$ cat config.mk
export PLATFORM = sky130hd
export DESIGN_NAME = lfu_cache_lookup
export DESIGN_NICKNAME = d
export VERILOG_FILES = /design/src/rtl/core/lfu_pkg.sv /design/src/rtl/core/lfu_cmp.sv /design/src/rtl/core/lfu_cache_lookup.sv
export SDC_FILE = /design/constraint.sdc
export NUM_CORES = 2
export LEC_CHECK = 0
export ABC_AREA = 1
export BUFFER_PORTS_ARGS = -buffer_cell sky130_fd_sc_hd__buf_4
export CORE_MARGIN = 2
export CORE_UTILIZATION = 50
export DETAILED_ROUTE_END_ITERATION = 10
export MAX_ROUTING_LAYER = met4
export PLACE_DENSITY = 0.65
export SETUP_SLACK_MARGIN = 0.05
export SYNTH_ARGS = -nofsm -noshare
export SYNTH_HDL_FRONTEND = slang
export SYNTH_HIERARCHICAL = 1
export SYNTH_SLANG_ARGS = --single-unit
$ cat constraint.sdc
create_clock -name clock -period 11 [get_ports clock]
set_clock_uncertainty 0.2 [all_clocks]
set_input_delay 2.2 -clock clock [delete_from_list [all_inputs] [get_ports clock]]
set_output_delay 2.2 -clock clock [all_outputs]
set_load 0.1 [all_outputs]
$ cat src/rtl/core/lfu_pkg.sv
// Shared types and constants for the LFU cache lookup block.
// Used by lfu_cmp, lfu_cache_lookup and the testbench; depends on nothing else.
package lfu_pkg;

   localparam int CAPACITY = 16;
   localparam int SLOT_W   = (CAPACITY > 1) ? $clog2(CAPACITY) : 1;
   localparam int CNT_W    = $clog2(CAPACITY + 1);
   localparam int CAP_W    = 5;
   localparam int CMP_W    = (CNT_W > CAP_W) ? CNT_W : CAP_W;
   localparam int KEY_W    = 32;
   localparam int DATA_W   = 32;
   localparam int USE_W    = 32;
   localparam int STAMP_W  = 48;

   typedef enum logic [1:0] {
      ST_IDLE,
      ST_SCAN,
      ST_WRITE
   } state_type;

   typedef struct packed {
      logic [KEY_W-1:0]   key;
      logic [DATA_W-1:0]  data;
      logic [USE_W-1:0]   use_count;
      logic [STAMP_W-1:0] stamp;
   } entry_type;

   typedef struct packed {
      logic key_match;
      logic better;
   } cmp_result_type;

endpackage

$ cat src/rtl/core/lfu_cmp.sv
// Shared compare unit: key match and victim ordering for one table entry.
// Depends on lfu_pkg for the entry and result types.
module lfu_cmp (
   input  logic                            entry_valid,
   input  lfu_pkg::entry_type              entry,
   input  logic [lfu_pkg::KEY_W-1:0]       req_key,
   input  logic                            best_found,
   input  logic [lfu_pkg::USE_W-1:0]       best_count,
   input  logic [lfu_pkg::STAMP_W-1:0]     best_stamp,
   output lfu_pkg::cmp_result_type         res
);

   logic count_lt;
   logic count_eq;
   logic stamp_lt;

   assign count_lt = entry.use_count < best_count;
   assign count_eq = entry.use_count == best_count;
   assign stamp_lt = entry.stamp < best_stamp;

   // Lower count wins; an equal count falls back to the older stamp.
   // A full tie keeps the earlier slot, since the scan runs upward.
   assign res.key_match = entry_valid && (entry.key == req_key);
   assign res.better    = entry_valid &&
                          (!best_found || count_lt || (count_eq && stamp_lt));

endmodule

$ cat src/rtl/core/lfu_cache_lookup.sv
// Top level of the LFU cache lookup: sequencer, entry RAM and valid bits.
// Depends on lfu_pkg and on the shared compare unit lfu_cmp.
//
//  Channel  Dir  Ports                                        Transfer when
//  req      in   req_opcode, req_key, req_write_value         req_valid & req_ready
//  rsp      out  rsp_hit, rsp_read_value                      rsp_valid & rsp_ready
//  csr      in   csr_capacity                                 csr_valid & csr_ready
//
// A request is taken in the idle state, then one scan pass runs over the entry
// RAM through its single registered read port, and a write-back state writes
// back and loads the result register.
// Reset clears the valid bits, the stamp counter and the sequencer and sets
// capacity to 16; the entry RAM is not cleared.
// The write-back cycle waits while the result register still holds an
// untaken result. csr_ready is always high.
module lfu_cache_lookup (
   input  logic                        clock,
   input  logic                        reset,
   input  logic                        req_valid,
   output logic                        req_ready,
   input  logic                        req_opcode,
   input  logic [31:0]                 req_key,
   input  logic signed [31:0]          req_write_value,
   output logic                        rsp_valid,
   input  logic                        rsp_ready,
   output logic                        rsp_hit,
   output logic signed [31:0]          rsp_read_value,
   input  logic                        csr_valid,
   output logic                        csr_ready,
   input  logic [4:0]                  csr_capacity
);

   localparam int SLOT_W  = lfu_pkg::SLOT_W;
   localparam int CNT_W   = lfu_pkg::CNT_W;
   localparam int CMP_W   = lfu_pkg::CMP_W;
   localparam int USE_W   = lfu_pkg::USE_W;
   localparam int STAMP_W = lfu_pkg::STAMP_W;
   localparam int Depth   = lfu_pkg::CAPACITY;

   lfu_pkg::state_type          state_ff, state_in;
   logic [lfu_pkg::CAP_W-1:0]   cap_ff, cap_in;
   logic                        op_ff, op_in;
   logic [31:0]                 key_ff, key_in;
   logic [31:0]                 wval_ff, wval_in;
   logic [CNT_W-1:0]            idx_ff, idx_in;
   logic                        cmp_vld_ff, cmp_vld_in;
   logic [SLOT_W-1:0]           cmp_slot_ff, cmp_slot_in;
   logic [Depth-1:0]            valid_ff, valid_in;
   logic [STAMP_W-1:0]          stamp_ff, stamp_in;
   logic                        match_found_ff, match_found_in;
   logic [SLOT_W-1:0]           match_slot_ff, match_slot_in;
   lfu_pkg::entry_type          match_entry_ff, match_entry_in;
   logic                        vic_found_ff, vic_found_in;
   logic [SLOT_W-1:0]           vic_slot_ff, vic_slot_in;
   logic [USE_W-1:0]            vic_count_ff, vic_count_in;
   logic [STAMP_W-1:0]          vic_stamp_ff, vic_stamp_in;
   logic                        free_found_ff, free_found_in;
   logic [SLOT_W-1:0]           free_slot_ff, free_slot_in;
   logic [CNT_W-1:0]            used_ff, used_in;
   logic                        rsp_valid_ff, rsp_valid_in;
   logic                        rsp_hit_ff, rsp_hit_in;
   logic [31:0]                 rsp_value_ff, rsp_value_in;

   lfu_pkg::entry_type          entry_mem [Depth];
   lfu_pkg::entry_type          rd_data_ff;
   logic                        mem_we;
   logic [SLOT_W-1:0]           mem_waddr;
   lfu_pkg::entry_type          mem_wdata;

   lfu_pkg::cmp_result_type     cmp_res;
   logic [CMP_W-1:0]            cap_ext;
   logic [CMP_W-1:0]            eff_cap;
   logic                        table_full;
   logic                        wr_go;
   logic                        insert_go;
   logic [SLOT_W-1:0]           ins_slot;

   localparam logic [lfu_pkg::CAP_W-1:0] CapReset = lfu_pkg::CAP_W'(16);

   lfu_cmp u_cmp (
      .entry_valid (valid_ff[cmp_slot_ff]),
      .entry       (rd_data_ff),
      .req_key     (key_ff),
      .best_found  (vic_found_ff),
      .best_count  (vic_count_ff),
      .best_stamp  (vic_stamp_ff),
      .res         (cmp_res)
   );

   // Zero counts as one entry; anything above the table size saturates.
   assign cap_ext = CMP_W'(cap_ff);
   assign eff_cap = (cap_ext == '0) ? CMP_W'(1) :
                    (cap_ext > CMP_W'(Depth)) ? CMP_W'(Depth) : cap_ext;
   assign table_full = CMP_W'(used_ff) >= eff_cap;

   // After an eviction the lowest free slot is either the victim or an
   // earlier hole left by a lowered capacity.
   assign ins_slot = !table_full ? free_slot_ff :
                     (free_found_ff && (free_slot_ff < vic_slot_ff)) ? free_slot_ff :
                     vic_slot_ff;

   assign wr_go     = (state_ff == lfu_pkg::ST_WRITE) && (!rsp_valid_ff || rsp_ready);
   assign insert_go = wr_go && op_ff && !match_found_ff;

   assign req_ready      = (state_ff == lfu_pkg::ST_IDLE);
   assign csr_ready      = 1'b1;
   assign rsp_valid      = rsp_valid_ff;
   assign rsp_hit        = rsp_hit_ff;
   assign rsp_read_value = rsp_value_ff;

   always_comb begin
      state_in       = state_ff;
      cap_in         = csr_valid ? csr_capacity : cap_ff;
      op_in          = op_ff;
      key_in         = key_ff;
      wval_in        = wval_ff;
      idx_in         = idx_ff;
      cmp_vld_in     = cmp_vld_ff;
      cmp_slot_in    = cmp_slot_ff;
      valid_in       = valid_ff;
      stamp_in       = stamp_ff;
      match_found_in = match_found_ff;
      match_slot_in  = match_slot_ff;
      match_entry_in = match_entry_ff;
      vic_found_in   = vic_found_ff;
      vic_slot_in    = vic_slot_ff;
      vic_count_in   = vic_count_ff;
      vic_stamp_in   = vic_stamp_ff;
      free_found_in  = free_found_ff;
      free_slot_in   = free_slot_ff;
      used_in        = used_ff;
      rsp_valid_in   = rsp_valid_ff;
      rsp_hit_in     = rsp_hit_ff;
      rsp_value_in   = rsp_value_ff;
      mem_we         = 1'b0;
      mem_waddr      = match_slot_ff;
      mem_wdata      = match_entry_ff;

      if (rsp_valid_ff && rsp_ready) begin
         rsp_valid_in = 1'b0;
      end

      unique case (state_ff)
         lfu_pkg::ST_IDLE: begin
            if (req_valid) begin
               op_in          = req_opcode;
               key_in         = req_key;
               wval_in        = req_write_value;
               idx_in         = '0;
               cmp_vld_in     = 1'b0;
               match_found_in = 1'b0;
               vic_found_in   = 1'b0;
               free_found_in  = 1'b0;
               used_in        = '0;
               state_in       = lfu_pkg::ST_SCAN;
            end
         end

         lfu_pkg::ST_SCAN: begin
            // Issue one RAM read per cycle; its data is compared in the next cycle.
            if (idx_ff != CNT_W'(Depth)) begin
               cmp_vld_in  = 1'b1;
               cmp_slot_in = idx_ff[SLOT_W-1:0];
               idx_in      = idx_ff + CNT_W'(1);
            end else begin
               cmp_vld_in = 1'b0;
               state_in   = lfu_pkg::ST_WRITE;
            end
            if (cmp_vld_ff) begin
               if (valid_ff[cmp_slot_ff]) begin
                  used_in = used_ff + CNT_W'(1);
               end else if (!free_found_ff) begin
                  free_found_in = 1'b1;
                  free_slot_in  = cmp_slot_ff;
               end
               if (cmp_res.key_match && !match_found_ff) begin
                  match_found_in = 1'b1;
                  match_slot_in  = cmp_slot_ff;
                  match_entry_in = rd_data_ff;
               end
               if (cmp_res.better) begin
                  vic_found_in = 1'b1;
                  vic_slot_in  = cmp_slot_ff;
                  vic_count_in = rd_data_ff.use_count;
                  vic_stamp_in = rd_data_ff.stamp;
               end
            end
         end

         lfu_pkg::ST_WRITE: begin
            if (wr_go) begin
               rsp_valid_in = 1'b1;
               rsp_hit_in   = 1'b0;
               rsp_value_in = '1;
               state_in     = lfu_pkg::ST_IDLE;
               if (!op_ff) begin
                  if (match_found_ff) begin
                     rsp_hit_in          = 1'b1;
                     rsp_value_in        = match_entry_ff.data;
                     mem_we              = 1'b1;
                     mem_waddr           = match_slot_ff;
                     mem_wdata           = match_entry_ff;
                     mem_wdata.use_count = (&match_entry_ff.use_count) ?
                                           match_entry_ff.use_count :
                                           match_entry_ff.use_count + USE_W'(1);
                     mem_wdata.stamp     = stamp_ff;
                     stamp_in            = stamp_ff + STAMP_W'(1);
                  end
               end else if (match_found_ff) begin
                  mem_we         = 1'b1;
                  mem_waddr      = match_slot_ff;
                  mem_wdata      = match_entry_ff;
                  mem_wdata.data = wval_ff;
               end else begin
                  if (table_full) begin
                     valid_in[vic_slot_ff] = 1'b0;
                  end
                  valid_in[ins_slot]  = 1'b1;
                  mem_we              = 1'b1;
                  mem_waddr           = ins_slot;
                  mem_wdata.key       = key_ff;
                  mem_wdata.data      = wval_ff;
                  mem_wdata.use_count = '0;
                  mem_wdata.stamp     = stamp_ff;
                  stamp_in            = stamp_ff + STAMP_W'(1);
               end
            end
         end
      endcase
   end

   always_ff @(posedge clock) begin
      if (reset) begin
         state_ff     <= lfu_pkg::ST_IDLE;
         cap_ff       <= CapReset;
         valid_ff     <= '0;
         stamp_ff     <= '0;
         cmp_vld_ff   <= 1'b0;
         rsp_valid_ff <= 1'b0;
      end else begin
         state_ff     <= state_in;
         cap_ff       <= cap_in;
         valid_ff     <= valid_in;
         stamp_ff     <= stamp_in;
         cmp_vld_ff   <= cmp_vld_in;
         rsp_valid_ff <= rsp_valid_in;
      end
   end

   always_ff @(posedge clock) begin
      op_ff          <= op_in;
      key_ff         <= key_in;
      wval_ff        <= wval_in;
      idx_ff         <= idx_in;
      cmp_slot_ff    <= cmp_slot_in;
      match_found_ff <= match_found_in;
      match_slot_ff  <= match_slot_in;
      match_entry_ff <= match_entry_in;
      vic_found_ff   <= vic_found_in;
      vic_slot_ff    <= vic_slot_in;
      vic_count_ff   <= vic_count_in;
      vic_stamp_ff   <= vic_stamp_in;
      free_found_ff  <= free_found_in;
      free_slot_ff   <= free_slot_in;
      used_ff        <= used_in;
      rsp_hit_ff     <= rsp_hit_in;
      rsp_value_ff   <= rsp_value_in;
   end

   // Entry RAM: one write port, one registered read port driven by the scan.
   always_ff @(posedge clock) begin
      if (mem_we) begin
         entry_mem[mem_waddr] <= mem_wdata;
      end
      rd_data_ff <= entry_mem[idx_ff[SLOT_W-1:0]];
   end

   a_scan_done: assert property (@(posedge clock) disable iff (reset)
      state_ff == lfu_pkg::ST_WRITE |-> idx_ff == CNT_W'(Depth))
      else $error("write-back entered before the scan finished");

   a_used_count: assert property (@(posedge clock) disable iff (reset)
      state_ff == lfu_pkg::ST_WRITE |-> used_ff == CNT_W'($countones(valid_ff)))
      else $error("scanned entry count disagrees with the valid bits");

   a_put_no_hit: assert property (@(posedge clock) disable iff (reset)
      wr_go && op_ff |=> rsp_valid_ff && !rsp_hit_ff)
      else $error("put produced a hit result");

   a_insert_grows: assert property (@(posedge clock) disable iff (reset)
      insert_go && !table_full |=>
         $countones(valid_ff) == $countones($past(valid_ff)) + 1)
      else $error("insert without eviction did not add one entry");

   a_insert_evicts: assert property (@(posedge clock) disable iff (reset)
      insert_go && table_full |=>
         $countones(valid_ff) == $countones($past(valid_ff)))
      else $error("insert with eviction changed the entry count");

endmodule

# Yosys cells after proc, flatten, opt, wreduce, memory -nomap -nowiden
# Memory sizes are Yosys's and may differ from the RTL's. A register that Yosys moved wholly into a read port is not among the register bits.
# Index checks and enable logic that the tools add are counted.
totals:
  regBits: 424
  ramBits: 2304
  inputBits: 75
  out_inout_bits: 36
  elab_cells: 157
  mem_count: 1
op_classes:
  addsub: 4
  n_lt_le_gt_ge: 10
  n_eq_ne: 15
  muxes: 59
  bitwise: 6
  reduce_logical: 36
mem_list:
  columns: ["name", "words", "word_bits", "rd", "rd_ports_with_merged_regs", "wr", "line_no", "rtl"]
  rows:
  - ["entry_mem", 16, 144, 1, 1, 1, "lfu_cache_lookup.sv:64", "lfu_pkg::entry_type entry_mem [Depth];"]
op_table:
  columns: ["cell", "n"]
  rows:
  - ["$mux 144", 4]
  - ["$mux 48", 3]
  - ["$mux 16", 5]
  - ["$mux 80", 1]
  - ["$eq 32x32->1", 2]
  - ["$add 48x1->48 const B", 1]
  - ["$lt 48x48->1", 1]
  - ["$add 32x1->32 const B", 1]
  - ["$lt 32x32->1", 1]
  - ["$mux 32", 1]
  - ["$reduce_and 32->1", 1]
  - ["$mux 5", 6]
  - ["$reduce_and 4->1", 7]
  - ["$mux 4", 6]
  - ["$mux 1", 20]
  - ["$pmux 5 s2", 2]
  - ["$ne 2x2->1 const B", 9]
  - ["$and 16x16->16", 1]
  - ["$not 16->16", 1]
  - ["$or 16x16->16", 1]
  - ["$lt 4x5->1 const B", 3]
  - ["$reduce_and 3->1", 4]
  - ["$add 5x1->5 const B", 2]
  - ["$logic_and 1x1->1", 9]
  - ["21 further kinds", 38]

# Logic depth before layout (Yosys ltp)
depth:
  ltp_word: 12
  depth_mapped: 16
  depth_no_buf: 16

# Modules after synthesis
# Netlist, hierarchy kept.
by_module_without_submodules:
  columns: ["module", "instances", "cells_per_inst", "area_each_um2", "seq_area_each_um2"]
  rows:
  - ["lfu_cache_lookup", 1, 8464, 109475.0, 84070.6]
  - ["lfu_cmp", 1, 438, 2593.7, 0.0]

# Worst setup path before layout
# OpenSTA, ideal clock, no wires.
synth_path:
  kind: "input to register"
  from: "input rsp_ready"
  to: "memory entry_mem[0][0] in the netlist's numbering (enable)"
  setup_time_ps: 650
  arrival_time_ps: 9095
  required_ps: 10150
  setup_slack_ps: 1055
  path_stages: 8
  n_path_buf: 0
  path_cell_list: "inv_1 nand2_1 nand2_2 nor2_4 or2_2 o21ai_1 nand2_1 nor2_1"
synth_via:
  elab_chain_len: 6
  word_cells_on_any_way: 8
  cone_classes: "mux: 6; reduce/logical: 2"
synth_lines:
  columns: ["element", "line_no", "rtl"]
  rows:
  - ["start, declared", "lfu_cache_lookup.sv:25", "input logic rsp_ready,"]
  - ["$logic_or 1x1->1 (*)", "lfu_cache_lookup.sv:102", "assign wr_go = (state_ff == lfu_pkg::ST_WRITE) && (!rsp_valid_ff || rsp_ready);"]
  - ["$logic_and 1x1->1 (*)", "lfu_cache_lookup.sv:102", null]
  - ["$mux 1", "lfu_cache_lookup.sv:191", "if (wr_go) begin"]
  - ["$mux 1", "lfu_cache_lookup.sv:143", "unique case (state_ff)"]
  - ["$mux 1", "lfu_cache_lookup.sv:272", "if (mem_we) begin"]
  - ["$mux 1 (implied by the code)", "lfu_cache_lookup.sv:273", "entry_mem[mem_waddr] <= mem_wdata;"]
  - ["end, declared", "lfu_cache_lookup.sv:64", null]
# Mark *: on every way between the ends. The rest lies on a longest branch, timed or not.

# Worst setup path after layout
layout_path:
  from: "input rsp_ready"
  to: "memory entry_mem[5][137] in the netlist's numbering (enable)"
# Same word-level chain as after synthesis.

==> metrics.csv <==
metric;value;unit
Synth Warn #;6;
area grow syn2layout;12.1;%
post-detail-place hpwl;149;mm
EDFF count, synth;2655;
M2 GR Usage;39.7;%
RSZ-0062 raised after global routing;no;
port bufs;109;
crit path capture type;flop;
switching power total;10.6;mW
Yosys cell types;52;
Setup violations, final;0;
fin util;56.5;%
Mapped Nets;9076;
Final Hold Vio Count;0;
number of global-route vias before repair;69300;
Async SR Flop Fraction;0;%
syn avg cell area;12.6;um^2
pre-CTS WS;4.58;ns
first-pass GRT wire length;438;mm
clk slew on worst S/H paths;0.06;ns
DRC Markers;0;
largest family of logic cells by synthesized area;simple AND/OR/NAND/NOR gates;
LEAKAGE;42.0;nW
GRT overflow;0;
Post-Synth XOR/XNOR Area;0.227;%
Pwr Total;31.7;mW
commonest non-fill, non-tap cell in the layout;edfxtp_1;
Adder-Cell Fraction of Synth Area;1.11;%
Worst Setup Path Type;in -> reg;
max-cap viol count;0;
vias per std cell;5.94;
fmax;0.183;GHz
Root Driver;clkbuf_16;
post-synthesis sequential area ratio;75.0;%
top cells by area, synth;edfxtp_1 (71%), o21ai_0 (5.5%), nor2_1 (4.7%);
CTS tree;done;
number of routed nets with antenna violations;0;
switching share of power;33.4;%
clk_lat worst skew;0.95;ns
Slew HR;14.7;%
Max FO, Critical Path;119;
setup TNS;0;ns
worst min path class;reg -> reg;
share of layout cells above drive strength 1;7.99;%
Most Crowded Layer GR;met2;
starting density of the core;50.4;%
row cnt;173;
dominant cell type by area after synthesis;edfxtp_1;
Int Pwr;21.1;mW
Synth top area share;71.1;%
Synth Flop Type;edfxtp_1;
Simple-Gate Fraction of Synth Area;10.8;%
CTS sink cnt;2872;
fin. max-slew vios;0;
pin count of the biggest net entering global routing;221;
total number of vias;72200;
synthesized area;112000;um^2
#FFs+latches synth;2872;
Die Footprint;228000;um^2
Pre-antenna DRT Iters;6;
clock buffer depth;4;
Post-CTS Hold Buffers;0;
slew at the pin closest to its max-slew limit;1.28;ns
I/O pin count;111;
met3 usage;4.28;%
DR WL/cell;24.2;um
Final Hold Slack;0.200;ns
initial antenna violation count;12;
total track usage;26.0;%
Compound-Gate Fraction of Synth Area;9.77;%
Post-CTS Resized;0;
Gate Count Post-Synth;8902;
clock share of power;31.6;%
Core Area;223000;um^2
initial DRC count;8343;
final worst setup slack;5.53;ns
startpoint class of the critical path;input pin;
H-tree Lvls;5;
GPL Wtd Cong;0.864;
Seq pwr share;42.4;%
minimum clock period;5.47;ns
most frequent cells in the layout;edfxtp_1 (2655), nor2_1 (1396), nand2_1 (1250), o21ai_0 (1230), o22ai_1 (583);
PD cells;252;nW/um^2
Max VDD drop;0.334;mV
post-synthesis mux area share;0;%
M1 GR Usage;36.5;%
Setup Fix Bufs, Post-CTS;0;
Die Wd;477;um
Worst Path Arrival;5.81;ns
combinational cell fraction of total power;26.0;%
WL final;294;mm
Die H;477;um
layout net count;9117;
Worst Path Required;11.33;ns
outcome;finished clean;
final period utilization;49.8;%
CTS buffer count;305;
[per-stage QoR]
step | instances | area (um^2)
final | 12200 | 126000
after global placement | 11600 | 116000
after global routing | 12200 | 126000
after detailed placement | 11600 | 116000
after floorplan | 8902 | 112000
after CTS | 12100 | 126000
[worst max-delay path, stage by stage]
cell and delay (ns):
buf_4 0.11, inv_1 0.07, nand2_1 0.08, nand2_2 0.20, nor2_4 0.05, inv_2 0.05
buf_4 0.49, nand2_1 0.14, o21ai_1 0.17, nand3_1 0.36, nor2_4 0.91, buf_12 0.76
[area by class of cell]
cell class,count,area (um^2)
Tap cell,2975,3720
Timing Repair Buffer,238,2020
Clock buffer,412,8410
Inverter,359,1380
Multi-Input combinational cell,5167,24700
Sequential cell,2872,84100
Clock inverter,122,1260
Antenna cell,9,22.5
Fill cell,17800,96900
[Yosys cell counts, types with 2 or more instances]
cell type	count
o22ai_1	583
a211oi_1	3
inv_1	339
nor2_2	8
a31oi_1	5
a22o_1	4
nand3_1	86
inv_2	17
clkbuf_1	336
buf_1	26
o21bai_1	3
or2_1	2
nand4_1	187
o21ai_0	1238
nand3b_1	3
o211ai_1	7
buf_2	131
edfxtp_1	2655
buf_6	2
ha_1	99
nor3_1	38
xor2_1	21
dfxtp_1	217
nand2_1	1250
xnor2_1	8
buf_4	8
a21o_1	4
nand2_2	5
nor4_1	3
nor2_1	1418
nor2_4	4
a21oi_1	100
o21a_1	6
or2_2	4
o21ai_1	65
[path summary, 6_finish.rpt]
path                           start  cells after the start                           end  slack, ns
max reg2reg  cap_ext[4]$_SDFFE_PP1P_                     15   entry_mem[15][48]$_DFFE_PP_       5.76
min           rd_data_ff[97]$_DFF_P_                      0  match_entry_ff[97]$_DFFE_PP_       0.20
max                        rsp_ready                     12   entry_mem[5][137]$_DFFE_PP_       5.53
min reg2reg   rd_data_ff[97]$_DFF_P_                      0  match_entry_ff[97]$_DFFE_PP_       0.20
[power groups by stage]
stage | sequential [mW] | clock (mW) | combinational, mW
after floorplan | 13.6 | 0 | 5.44
after global routing | 13.5 | 10.6 | 9.02
final | 13.4 | 10.0 | 8.22
after detailed placement | 13.6 | 0 | 8.11
after CTS | 13.4 | 10.1 | 8.16
after global placement | 13.6 | 0 | 7.93
[per-layer routing]
metal / up-vias / share of wire [%] / wire [um]
met5: - / 0 / 0
met4: 0 / 2.2 / 6400
met3: 467 / 8.7 / 25500
met2: 3385 / 47 / 137000
met1: 36100 / 43 / 125000
li1: 32200 / - / -
[cells by family after synthesis]
logic type,count (synthesis)
other,1
adder cells (fa/ha/maj),99
flip-flops,2872
AO/OA/AOI/OAI,2023
XOR/XNOR,29
AND/OR/NAND/NOR,3015
buffers and inverters,863
[sequential cells by signal (all words and copies together) (netlist names), 2 cells and up]
signal	cells
entry_mem	2304
match_entry_ff	144
rd_data_ff	144
stamp_ff	48
vic_stamp_ff	48
key_ff	32
rsp_read_value	32
vic_count_ff	32
wval_ff	32
valid_ff	16
cap_ext	5
idx_ff	5
used_ff	5
cmp_slot_ff	4
free_slot_ff	4
match_slot_ff	4
vic_slot_ff	4
state_ff	2
No activity file was read; power rests on OpenSTA's default activity.
